===== config.mk =====
export PLATFORM = sky130hd
export DESIGN_NAME = json_token_scanner_top
export DESIGN_NICKNAME = d
export VERILOG_FILES = /design/src/design/jts_pkg.sv /design/src/design/json_token_scanner_top.sv
export SDC_FILE = /design/constraint.sdc
export NUM_CORES = 1
export LEC_CHECK = 0
export ABC_AREA = 1
export BUFFER_PORTS_ARGS = -buffer_cell sky130_fd_sc_hd__buf_2
export CORE_UTILIZATION = 25
export CTS_BUF_LIST = sky130_fd_sc_hd__clkbuf_4 sky130_fd_sc_hd__clkbuf_8
export DETAILED_ROUTE_END_ITERATION = 10
export HOLD_SLACK_MARGIN = 0.12
export PLACE_DENSITY = 0.37
export SETUP_SLACK_MARGIN = 0.4
export SLEW_MARGIN = 30
export SYNTH_ARGS = -nofsm -noshare
export SYNTH_HDL_FRONTEND = slang
export SYNTH_SLANG_ARGS = --single-unit

===== constraint.sdc =====
create_clock -name clk -period 6.01 [get_ports clk]
set_input_delay 0.9015 -clock clk [delete_from_list [all_inputs] [get_ports clk]]
set_output_delay 0.9015 -clock clk [all_outputs]
set_load 0.005 [all_outputs]

===== src/design/jts_pkg.sv =====
// ----------------------------------------------------------------------------
// jts_pkg
// Shared types, token codes and keyword helpers for the JSON token scanner.
// ----------------------------------------------------------------------------
package jts_pkg;

    // Largest text the offset counters are sized for
    localparam longint unsigned TEXT_BYTES = 64'd65536;

    // Offsets stop at the smaller of the text bound and the field range
    localparam logic [15:0] OFFSET_LIMIT =
        (TEXT_BYTES < 64'd65535) ? 16'(TEXT_BYTES) : 16'hFFFF;

    // Token kinds
    localparam logic [3:0] KIND_LBRACE  = 4'd0;
    localparam logic [3:0] KIND_RBRACE  = 4'd1;
    localparam logic [3:0] KIND_LSQUARE = 4'd2;
    localparam logic [3:0] KIND_RSQUARE = 4'd3;
    localparam logic [3:0] KIND_COMMA   = 4'd4;
    localparam logic [3:0] KIND_COLON   = 4'd5;
    localparam logic [3:0] KIND_TRUE    = 4'd6;
    localparam logic [3:0] KIND_FALSE   = 4'd7;
    localparam logic [3:0] KIND_NULL    = 4'd8;
    localparam logic [3:0] KIND_STRING  = 4'd9;
    localparam logic [3:0] KIND_INT     = 4'd10;
    localparam logic [3:0] KIND_FLOAT   = 4'd11;
    localparam logic [3:0] KIND_UNKNOWN = 4'd12;
    localparam logic [3:0] KIND_END     = 4'd13;

    // Keyword selectors
    localparam logic [1:0] KW_TRUE  = 2'd0;
    localparam logic [1:0] KW_FALSE = 2'd1;
    localparam logic [1:0] KW_NULL  = 2'd2;

    // Character codes
    localparam logic [7:0] CH_QUOTE     = 8'h22;
    localparam logic [7:0] CH_BACKSLASH = 8'h5C;
    localparam logic [7:0] CH_DOT       = 8'h2E;
    localparam logic [7:0] CH_MINUS     = 8'h2D;

    // One token of the result buffer
    typedef struct packed {
        logic [3:0]  kind;
        logic [15:0] start;
        logic [15:0] length;
        logic        last;
    } token_t;

    // Letter expected at a position of a keyword
    function automatic logic [7:0] kw_letter(input logic [1:0] sel, input logic [2:0] pos);
        logic [7:0] ch;
        ch = 8'h00;
        case (sel)
            KW_TRUE:
            begin
                case (pos)
                    3'd0: ch = "t";
                    3'd1: ch = "r";
                    3'd2: ch = "u";
                    3'd3: ch = "e";
                    default: ch = 8'h00;
                endcase
            end
            KW_FALSE:
            begin
                case (pos)
                    3'd0: ch = "f";
                    3'd1: ch = "a";
                    3'd2: ch = "l";
                    3'd3: ch = "s";
                    3'd4: ch = "e";
                    default: ch = 8'h00;
                endcase
            end
            KW_NULL:
            begin
                case (pos)
                    3'd0: ch = "n";
                    3'd1: ch = "u";
                    3'd2: ch = "l";
                    3'd3: ch = "l";
                    default: ch = 8'h00;
                endcase
            end
            default: ch = 8'h00;
        endcase
        return ch;
    endfunction

    // Keyword length in bytes
    function automatic logic [2:0] kw_len(input logic [1:0] sel);
        logic [2:0] len;
        case (sel)
            KW_TRUE:  len = 3'd4;
            KW_FALSE: len = 3'd5;
            KW_NULL:  len = 3'd4;
            default:  len = 3'd0;
        endcase
        return len;
    endfunction

    // Clamp a grown length to the field range
    function automatic logic [15:0] sat_len(input logic [16:0] len);
        return len[16] ? 16'hFFFF : len[15:0];
    endfunction

endpackage


===== src/design/json_token_scanner_top.sv =====
// ----------------------------------------------------------------------------
// json_token_scanner_top
// Streaming JSON lexer: one text byte in, zero to three tokens out.
// ----------------------------------------------------------------------------
// The scanner takes one byte of JSON text per cycle while its input is ready
// and reports each token with its kind, start offset and length. A byte is
// scanned in the cycle it is accepted: the scanner state updates at once and
// its tokens land in a three-entry result buffer that drains one token per
// cycle while the token channel is ready, the first showing in the cycle after
// its byte. Text whose bytes cause at most one token each streams at one byte
// per cycle while the tokens are taken; a byte that causes more (up to three,
// at the final byte or where a number is ended by a byte that is itself a
// token) holds the input while the buffer drains. The input is ready when the
// buffer is empty or is handing out its last token. After the final byte the
// scanner is reset again and the next byte starts a new text at offset zero.
module json_token_scanner_top
    import jts_pkg::*;
(
    input  logic        clk,
    input  logic        rst_n,
    input  logic        text_valid,
    output logic        text_ready,
    input  logic [7:0]  text_byte,
    input  logic        final_byte,
    output logic        token_valid,
    input  logic        token_ready,
    output logic [3:0]  token_kind,
    output logic [15:0] token_start,
    output logic [15:0] token_length,
    output logic        last_of_run
);

    typedef enum logic [2:0] {
        MODE_IDLE,
        MODE_KEYWORD,
        MODE_STRING,
        MODE_NUMBER,
        MODE_SKIP
    } mode_t;

    // Scanner state
    mode_t       mode_reg, mode_next;
    logic [15:0] offset_reg, offset_next;
    logic [15:0] begin_reg, begin_next;
    logic [1:0]  sel_reg, sel_next;
    logic [2:0]  pos_reg, pos_next;
    logic        dot_reg, dot_next;
    logic        parity_reg, parity_next;

    // Result buffer
    token_t      slot_reg [3];
    token_t      slot_next [3];
    logic [1:0]  cnt_reg, cnt_next;
    logic [1:0]  rd_reg;

    logic        text_fire;
    logic        token_fire;

    assign token_fire  = token_valid && token_ready;
    assign text_ready  = (cnt_reg == 2'd0) || ((cnt_reg == 2'd1) && token_ready);
    assign text_fire   = text_valid && text_ready;

    assign token_valid  = (cnt_reg != 2'd0);
    assign token_kind   = slot_reg[rd_reg].kind;
    assign token_start  = slot_reg[rd_reg].start;
    assign token_length = slot_reg[rd_reg].length;
    assign last_of_run  = slot_reg[rd_reg].last;

    // Scan one byte: next state and the tokens it causes
    always_comb
    begin
        logic [7:0]  c;
        logic [15:0] p;
        logic        is_digit;
        logic        run_idle;
        logic [2:0]  klen;
        logic [2:0]  pos_inc;
        logic [16:0] span;

        c        = text_byte;
        p        = offset_reg;
        is_digit = (c >= "0") && (c <= "9");
        run_idle = 1'b0;
        klen     = kw_len(sel_reg);
        pos_inc  = pos_reg + 3'd1;
        span     = {1'b0, p} - {1'b0, begin_reg} + 17'd1;

        mode_next   = mode_reg;
        begin_next  = begin_reg;
        sel_next    = sel_reg;
        pos_next    = pos_reg;
        dot_next    = dot_reg;
        parity_next = parity_reg;
        cnt_next    = 2'd0;
        for (int i = 0; i < 3; i++)
        begin
            slot_next[i] = '0;
        end

        // Continue the token in progress
        case (mode_reg)
            MODE_IDLE:
            begin
                run_idle = 1'b1;
            end
            MODE_KEYWORD:
            begin
                if ((sel_reg != 2'd3) && (pos_reg < klen) && (c == kw_letter(sel_reg, pos_reg)))
                begin
                    pos_next = pos_inc;
                    if (pos_inc == klen)
                    begin
                        slot_next[cnt_next] = '{KIND_TRUE + 4'(sel_reg), begin_reg,
                                                16'(klen), 1'b0};
                        cnt_next  = cnt_next + 2'd1;
                        mode_next = MODE_IDLE;
                    end
                end
                else
                begin
                    slot_next[cnt_next] = '{KIND_UNKNOWN, begin_reg, sat_len(span), 1'b0};
                    cnt_next  = cnt_next + 2'd1;
                    mode_next = MODE_SKIP;
                end
            end
            MODE_STRING:
            begin
                if ((c == CH_QUOTE) && !parity_reg)
                begin
                    slot_next[cnt_next] = '{KIND_STRING, begin_reg, sat_len(span), 1'b0};
                    cnt_next  = cnt_next + 2'd1;
                    mode_next = MODE_IDLE;
                end
                else
                begin
                    parity_next = (c == CH_BACKSLASH) ? !parity_reg : 1'b0;
                end
            end
            MODE_NUMBER:
            begin
                if ((c == CH_DOT) && !dot_reg)
                begin
                    dot_next = 1'b1;
                end
                else if (!is_digit)
                begin
                    slot_next[cnt_next] = '{dot_reg ? KIND_FLOAT : KIND_INT, begin_reg,
                                            p - begin_reg, 1'b0};
                    cnt_next  = cnt_next + 2'd1;
                    mode_next = MODE_IDLE;
                    run_idle  = 1'b1;
                end
            end
            default:
            begin
                mode_next = MODE_SKIP;
            end
        endcase

        // Scan the byte as the start of a new token
        if (run_idle)
        begin
            case (c)
                "{", "}", "[", "]", ",", ":":
                begin
                    slot_next[cnt_next].kind   = (c == "{") ? KIND_LBRACE  :
                                                 (c == "}") ? KIND_RBRACE  :
                                                 (c == "[") ? KIND_LSQUARE :
                                                 (c == "]") ? KIND_RSQUARE :
                                                 (c == ",") ? KIND_COMMA   : KIND_COLON;
                    slot_next[cnt_next].start  = p;
                    slot_next[cnt_next].length = 16'd1;
                    cnt_next = cnt_next + 2'd1;
                end
                8'h20, 8'h09, 8'h0A, 8'h0B, 8'h0C, 8'h0D:
                begin
                    mode_next = mode_next;
                end
                "t", "f", "n":
                begin
                    mode_next  = MODE_KEYWORD;
                    sel_next   = (c == "t") ? KW_TRUE : (c == "f") ? KW_FALSE : KW_NULL;
                    pos_next   = 3'd1;
                    begin_next = p;
                end
                CH_QUOTE:
                begin
                    mode_next   = MODE_STRING;
                    parity_next = 1'b0;
                    begin_next  = p;
                end
                default:
                begin
                    if (((c == CH_MINUS) && !final_byte) || is_digit)
                    begin
                        mode_next  = MODE_NUMBER;
                        dot_next   = 1'b0;
                        begin_next = p;
                    end
                    else
                    begin
                        slot_next[cnt_next] = '{KIND_UNKNOWN, p, 16'd1, 1'b0};
                        cnt_next  = cnt_next + 2'd1;
                        mode_next = MODE_SKIP;
                    end
                end
            endcase
        end

        // Advance the offset, holding at the limit
        offset_next = (offset_reg < OFFSET_LIMIT) ? offset_reg + 16'd1 : OFFSET_LIMIT;

        // Flush the open token, close the text and return to reset
        if (final_byte)
        begin
            span = {1'b0, p} - {1'b0, begin_next} + 17'd1;
            if (mode_next == MODE_NUMBER)
            begin
                slot_next[cnt_next] = '{dot_next ? KIND_FLOAT : KIND_INT, begin_next,
                                        sat_len(span), 1'b0};
                cnt_next = cnt_next + 2'd1;
            end
            else if ((mode_next == MODE_KEYWORD) || (mode_next == MODE_STRING))
            begin
                slot_next[cnt_next] = '{KIND_UNKNOWN, begin_next, sat_len(span), 1'b0};
                cnt_next = cnt_next + 2'd1;
            end
            slot_next[cnt_next] = '{KIND_END, offset_next, 16'd0, 1'b0};
            cnt_next = cnt_next + 2'd1;

            mode_next   = MODE_IDLE;
            offset_next = 16'd0;
            begin_next  = 16'd0;
            sel_next    = 2'd0;
            pos_next    = 3'd0;
            dot_next    = 1'b0;
            parity_next = 1'b0;
        end

        // Mark the last token of this byte
        for (int i = 0; i < 3; i++)
        begin
            slot_next[i].last = (cnt_next != 2'd0) && (2'(i) == cnt_next - 2'd1);
        end
    end

    // Hold scanner state and buffer control
    always_ff @(posedge clk or negedge rst_n)
    begin
        if (!rst_n)
        begin
            mode_reg   <= MODE_IDLE;
            offset_reg <= 16'd0;
            begin_reg  <= 16'd0;
            sel_reg    <= 2'd0;
            pos_reg    <= 3'd0;
            dot_reg    <= 1'b0;
            parity_reg <= 1'b0;
            cnt_reg    <= 2'd0;
            rd_reg     <= 2'd0;
        end
        else if (text_fire)
        begin
            mode_reg   <= mode_next;
            offset_reg <= offset_next;
            begin_reg  <= begin_next;
            sel_reg    <= sel_next;
            pos_reg    <= pos_next;
            dot_reg    <= dot_next;
            parity_reg <= parity_next;
            cnt_reg    <= cnt_next;
            rd_reg     <= 2'd0;
        end
        else if (token_fire)
        begin
            cnt_reg <= cnt_reg - 2'd1;
            rd_reg  <= rd_reg + 2'd1;
        end
    end

    // Load the result buffer on each input transaction
    always_ff @(posedge clk)
    begin
        if (text_fire)
        begin
            for (int i = 0; i < 3; i++)
            begin
                slot_reg[i] <= slot_next[i];
            end
        end
    end

endmodule


==> results.md, run 1 <==
* Number of global-route vias before repair at roughly 12,000
* Netlist cell types at between 50 and 60
* Final ANT Viol Nets at 0
* Max reg flops at around 110
* Die Wd at around 230 µm
* Critical Path Source Type: register
* # fillers at approximately 5,400
* Seq cells post-synth at approximately 160
* Register clock-pin slew on the reported worst setup and hold paths at ~0.10 ns
* Crit. End Element: register
* Hpwl dp at about 37,000 µm
* Cells after Synth at about 1,600
* Most frequent cells in the layout: nand2_1 (287), inv_1 (188), nor2_1 (188), a21oi_1 (170), o21ai_0 (117)
* Syn_nets at 1,749
* Hold Fails Final Rpt at 0
* R2R setup slack at 0.95 ns
* Status: complete, no violations
* Grt met1 use at between 20% and 30%
* Port bufs at 51
* Max-cap viol count at 0
* Critical-path top delay cell: dfrtp_1
* Final core occ at between 20% and 30%
* Buf/Inv on CP at 4
* Multiplexer area fraction after synthesis at 0%
* Worst path required time at about 6.3 ns
* WL per Instance at around 21 µm
* Global Route met3 Usage at 2.64%
* Root Buffer: clkbuf_8
* Delay-heaviest family, CP: simple AND/OR/NAND/NOR gates
* Final setup viols at 0
* FF-to-FF End: slot_reg[2][27]
* Final instance count without filler cells at approximately 2,400
* Crit path arrival time at roughly 5.4 ns
* Sequential cell area fraction in the yosys report at between 30 and 40%
* Synth Area in Simple Gates at between 20% and 30%
* Area grow syn2layout at 12.5%
* Share of cells above drive strength 1 at a little over a tenth
* Post-synthesis xor/xnor area fraction at under 10%
* Vias at about 12,000
* First-pass GRT wire length at between 70,000 and 80,000 µm
* CTS tree: done
* Unrepaired setup endpoints after global routing: no
* Layer with the highest usage: met2
* Worst setup path end: slot_reg[2][27]
* Worst path most repeated cell: nand2_1
* Final worst path period share at 84.2%
* Crit path kind: reg -> reg
* Htree depth at 4
* Pwr Density at 489 nW/µm²
* Max-slew violation count at 0
* Worst vdd ir at between 150 and 200 µV
* Fin nets at about 1,800
* Largest family of logic cells by synthesized area: simple AND/OR/NAND/NOR gates
* Sum Neg Setup Slack at 0 ns
* Worst-Skew Late Latency at ~0.53 ns
* Die area at between 50,000 and 60,000 µm²
* Hold Path Class: in -> async
* Die Y at between 200 and 250 µm
* FF/Latch Area at about 4500 µm²
* CTS Buf Count at 17
* Routability Congestion at about 0.9
* Inst Count DP at 2,329
* Crit-path max cell delay at 0.43 ns
* Iteration count of the initial detailed-routing pass at 6
* Core box area at slightly below 50,000 µm²
* WHS at between 0.5 and 0.6 ns
* Static Leak at between 0.006 and 0.007 µW
* Drt drc at 0
* Compound-Gate Fraction of Synth Area at approximately a fifth
* Hold buffer count at CTS at 0
* Synthesized cell area at ~13,000 µm²
* Vias per cell at slightly above 5
* CP Depth at 26
* Max Buffers Root-to-Sink at 2
* Clock sinks at about 160
* Grt met2 use at 31.2%
* Slew headroom at roughly 40%
* CP Launch Point: pos_reg[0]
* Routed Wire Length at about 50,000 µm
* Post-CTS Setup Bufs at 0
* Yosys warns at 0
* GR Overflow Total at 0
* I/O Pins at 52
* Site Rows at between 80 and 90
* Syn Area/Cell at roughly 7.6 µm²
* R2r worst-path depth at 26
* Initial antenna violation count at 1
* Crit path max fanout at 10
* DRT iter0 DRCs at roughly 1,000
* Largest net degree at the start of global routing at a little over 80
* Gr usage total at between 20% and 30%
* Maximum clock rate at roughly 0.20 GHz
* Setup Skew at ~0.025 ns
* Adder-Cell Fraction of Synth Area at between 10% and 20%
* Measured slew at the worst slew-check pin at around 0.88 ns
* Area occupied by multi-input gates at roughly 6900 µm²
* FF-to-FF Start: pos_reg[0]
* Tmin final at a little over 5 ns
* Commonest non-fill, non-tap cell in the layout: nand2_1
* Initial core utilization at about a quarter
==> where the power goes <==
group | total (µW) | internal [µW] | switching, µW
clock network | 983 | 503 | 480
logic | 4280 | 1250 | 3020
registers | 1620 | 1490 | 124
==> cell usage after synthesis, drive strengths merged <==
cell type,n,share of area [%]
nand2,301,9.4
inv,201,6.1
nor2,195,6.2
a21oi,172,6.9
o21ai,150,6.0
edfxtp,111,27
nand3,90,3.8
ha,82,8.2
dfrtp,46,9.2
o22ai,38,1.9
clkbuf,34,1.0
buf,30,1.4
nor3,25,1.3
xor2,22,1.5
nand4,17,0.97
o21bai,17,1.0
a32oi,16,1.3
o32ai,16,1.1
fa,15,2.4
or2,10,0.50
a31oi,8,0.45
o31ai,8,0.48
o211ai,7,0.46
clkinv,5,0.16
nor4,5,0.25
o2111ai,4,0.28
xnor2,4,0.28
a221oi,2,0.14
nand3b,2,0.12
o221ai,2,0.14
a21boi,1,0.060
and3,1,0.060
o21a,1,0.060
o311ai,1,0.070
==> worst register-to-register path: cells and delay by family, from the launching register on <==
| kind | cells | cell delay [ns] |
|---|---|---|
| simple gates | 14 | 1.47 |
| fa+ha+maj | 5 | 1.26 |
| buf+inv | 4 | 0.86 |
| compound gates | 3 | 0.82 |
| flops | 1 | 0.43 |
==> final cells by class <==
| type | instances | area share (%) |
|---|---|---|
| clock inverter | 15 | 1.66 |
| clock buffer | 17 | 1.66 |
| tap | 664 | 5.90 |
| multi-input combinational | 1212 | 49.3 |
| inverter | 206 | 5.58 |
| sequential | 157 | 31.9 |
| antenna | 1 | 0.0178 |
| timing repair buffer | 90 | 3.98 |
==> metal layers <==
| metal | up-vias | routed length, µm |
|---|---|---|
| li1 | 5725 | - |
| met1 | 5796 | 24400 |
| met2 | 294 | 22300 |
| met3 | 60 | 2050 |
| met4 | 0 | 1340 |
| met5 | - | 0 |
==> cell families after synthesis <==
family / Yosys count
fa+ha+maj: 97
xor+xnor: 26
flops: 157
buf+inv: 270
compound gates: 443
simple gates: 646
==> metrics by stage <==
step                      cell area [µm²]  setup slack, ns  total power, µW
after floorplan                     12500             1.01             4380
after global placement              13600            0.457             5950
after detailed placement            13600            0.456             5950
after CTS                           14100            0.809             6950
after global routing                14100            0.453             7500
final                               14100            0.952             6880
==> what timing repair did <==
item                       CTS  global route
setup endpoints to repair    0            12
hold endpoints to repair     0             0
resized for setup            0             1
==> worst min-delay path by stage <==
| stage | startpoint | depth (start not counted) | slack, ns | endpoint |
|---|---|---|---|---|
| 2_1_floorplan | cnt_reg[1] | 2 | 0.48 | cnt_reg[1] |
| 3_3_place_gp | cnt_reg[1] | 2 | 0.50 | cnt_reg[1] |
| 3_5_place_dp | cnt_reg[1] | 2 | 0.52 | cnt_reg[1] |
| 4_1_cts | rst_n | 2 | 0.52 | offset_reg[2] |
| 5_1_grt | rst_n | 2 | 0.56 | begin_reg[13] |
| 6_report | rst_n | 2 | 0.51 | begin_reg[13] |
(Power assumes the default switching activity.)
==> run 2: changes to the inputs <==
Settings changed: ABC_AREA 1 to 0, PLACE_DENSITY 0.37 to 0.38.
Clock period 6.01 ns to 4.23 ns, I/O delays scaled along.
==> results.md, run 2 <==
* Worst path required time at 4.49 ns (-1.83 ns)
* WHS at 0.508 ns (-0.00552 ns)
* Most frequent cells in the layout: buf_4 (254), nand2_1 (131), edfxtp_1 (111), o21ai_0 (92), nor2_1 (91)
* Area grow syn2layout at 43.0%
* Setup Skew at 0.0241 ns (-0.000937 ns)
* Final instance count without filler cells at 2,389 (+1.1%)
* Crit path kind: reg -> reg
* Initial core utilization at 25.5% (+0.077 points)
* Static Leak at 0.00715 µW (+17%)
* Syn_nets at 1,523 (-13%)
* Critical Path Source Type: register
* DRT iter0 DRCs at 778 (-21%)
* Tmin final at 4.56 ns (-0.502 ns)
* Hpwl dp at 37,000 µm (-0.71%)
* Vias at 11,900 (+0.51%)
* Largest net degree at the start of global routing at 114 (+41%)
* Iteration count of the initial detailed-routing pass at 5 (-1)
* Yosys warns at 0 (unchanged)
* Worst-Skew Late Latency at 0.52 ns (about the same)
* Commonest non-fill, non-tap cell in the layout: buf_4
* Grt met1 use at 28.4% (-0.068 points)
* Worst setup path end: slot_reg[0][33]
* Hold Fails Final Rpt at 0 (unchanged)
* CP Launch Point: pos_reg[1]
* Post-synth ARST share at 29.3% (unchanged)
* Max-slew violation count at 0 (unchanged)
* Site Rows at 81 (unchanged)
* Violated checks: negative setup slack
* Slew headroom at 39.6% (-0.99 points)
* Core box area at 49,300 µm² (+0.21%)
* Max Buffers Root-to-Sink at 2 (unchanged)
* Ranking of synthesized cells by area: edfxtp_1 (27%), dfrtp_1 (9.2%), ha_1 (8.2%)
* Share of cells above drive strength 1 at 37.2% (+26 points)
* Status: finished, violations left
* Most frequent cell after synthesis: nand2_1
* Number of global-route vias before repair at 11,500 (-0.94%)
* Sequential cell area fraction in the yosys report at 35.7% (-0.18 points)
* FF-to-FF End: slot_reg[0][33]
* Gr usage total at 19.4% (-0.81 points)
* CTS tree: done
* WL per Instance at 20.8 µm (-1.9%)
* Die area at 51,200 µm² (+0.51%)
* Final setup viols at 104 (+104)
* Root Buffer: clkbuf_8
* Hold Path Class: in -> reg
* Dpl ws at -0.997 ns (-1.45 ns)
* First-pass GRT wire length at 73,600 µm (-2.3%)
* Vias per cell at 5.00 (-0.63%)
* Crit path max fanout at 4 (-6)
* R2r worst-path depth at 22 (-15%)
* Routability Congestion at 0.897 (+1.3%)
* Clock sinks at 157 (unchanged)
* R2R setup slack at -0.33 ns (-1.28 ns)
* Final ANT Viol Nets at 0 (unchanged)
* Crit path arrival time at 4.81 ns (-0.56 ns)
* Grt met2 use at 29.8% (-1.3 points)
* Pwr Density at 826 nW/µm² (+69%)
* Initial antenna violation count at 2 (+1)
* Fin nets at 1,821 (+1.5%)
* Maximum clock rate at 0.219 GHz (+11%)
* Cells after Synth at 1,413 (-14%)
* Synthesized cell area at 12,600 µm² (+0.51%)
* Setup WS post-layout at -0.326 ns (-1.28 ns)
* Syn Area/Cell at 8.90 µm² (+17%)
* Unrepaired setup endpoints after global routing: yes
* Crit. End Element: register
* Main flop type after synthesis: edfxtp_1
* Register clock-pin slew on the reported worst setup and hold paths at 0.09 ns (about the same)
* Final worst path period share at 108% (+24 points)
* Die Wd at 226 µm (+0.25%)
* Max reg flops at 111 (unchanged)
* FF-to-FF Start: pos_reg[1]
* Drt drc at 0 (unchanged)
* Area fraction of the dominant cell type after synthesis at 26.5% (-0.14 points)
* I/O Pins at 52 (unchanged)
* Measured slew at the worst slew-check pin at 0.899 ns (+0.0172 ns)
* Worst vdd ir at 507 µV (+180%)
* Routed Wire Length at 49,700 µm (-0.77%)
* Max-cap viol count at 0 (unchanged)
* Commonest cells in the netlist: nand2_1 (151), edfxtp_1 (111), nor2_1 (109)
* Global Route met3 Usage at 2.55% (-0.088 points)
* Seq cells post-synth at 157 (unchanged)
* Htree depth at 4 (unchanged)
* Number of synthesized flops with an enable pin at 111 (unchanged)
* Netlist cell types at 93 (+69%)
* # fillers at 5,067 (-5.7%)
* Layer with the highest usage: met2
* Inst Count DP at 2,292 (-1.6%)
* GR Overflow Total at 0 (unchanged)
* CTS Buf Count at 17 (unchanged)
* Die Y at 226 µm (+0.25%)
* Leading area contributor after synthesis: edfxtp_1
* Port bufs at 51 (unchanged)
[run 2: changes by cell type after synthesis, moves of 49 or more]
cell and change:
nand2_1 -136, mux2i_1 +49, a21oi_1 -81, nand3_1 -57
nor2_1 -80, inv_1 -105
[run 2: final cells by class]
type                    instances  area, µm²  area share (%)
repair buffers                371       3220            17.9
inverters                      87        340            1.89
clock buffers                  19        249            1.39
flip-flops and latches        157       4490            25.0
clock inverters                13        189            1.05
well taps                     664        831            4.62
diodes                          1       2.50          0.0139
multi-input cells            1077       8650            48.1
[run 2: cell families after synthesis]
family / count (synthesis) / share of synthesized area, %
and+or+nand+nor: 455 / 17.6
xor gates and xnor gates: 48 / 3.34
DFF: 157 / 35.7
buffers and inverters: 179 / 5.91
muxes: 52 / 4.17
AOI/OAI and AO/OA: 425 / 22.7
adders and majority gates: 97 / 10.5
[run 2: routing by layer]
metal | vias to the layer above | part of all wire [%]
li1 | 5786 | -
met1 | 5849 | 50
met2 | 267 | 45
met3 | 31 | 3.8
met4 | 2 | 1.1
met5 | - | 0.11
[run 2: timing repair]
| item | in CTS | in global routing |
|---|---|---|
| gates cloned | 4 | 4 |
| resized for setup | 151 | 131 |
| setup endpoints to repair | 112 | 112 |
| pin swaps | 51 | 51 |
| hold buffers | 1 | 0 |
| setup buffers | 28 | 27 |
| endpoints found under the hold margin | 16 | 0 |
[run 2: power breakdown]
part / internal (µW) / switching, µW
Clock: 658 / 630
Sequential: 2140 / 357
Combinational: 5190 / 5860
[run 2: how the worst min path moves through the flow]
stage	start	endpoint	slack [ns]	depth (start not counted)
floorplan	rst_n	begin_reg[0]	0.34	0
global placement	cnt_reg[1]	cnt_reg[1]	0.49	2
detailed placement	cnt_reg[1]	cnt_reg[1]	0.48	2
CTS	token_ready	rd_reg[0]	0.47	4
global route	token_ready	rd_reg[0]	0.52	4
finish	text_valid	rd_reg[0]	0.51	4
[run 2: critical path: stages, from the launching register on]
cell and delay [ns]:
dfrtp_2 0.46, buf_6 0.14, ha_4 0.15, nor2b_4 0.12
and2_4 0.13, or4_4 0.50, a211oi_2 0.25, buf_4 0.18
a31oi_4 0.09, nor2_4 0.14, inv_2 0.06, ha_4 0.25
nand2b_4 0.12, o211ai_4 0.10, and2_4 0.19, ha_4 0.27
nand2_4 0.04, o21a_4 0.13, ha_4 0.18, and2_4 0.19
a211o_1 0.26, a311oi_2 0.22, o22ai_1 0.12
[run 2: stage by stage]
stage | TNS [ns] | util, % | power, µW | instance area [µm²]
after floorplan | -45.45 | - | 7880 | 12900
after global placement | -75.66 | 31.8 | 11500 | 15600
after detailed placement | -79.63 | 31.8 | 11500 | 15600
after CTS | -22.60 | 34.6 | 14100 | 17100
after global routing | -33.59 | 36.5 | 16000 | 18000
final | -21.99 | 36.5 | 14800 | 18000
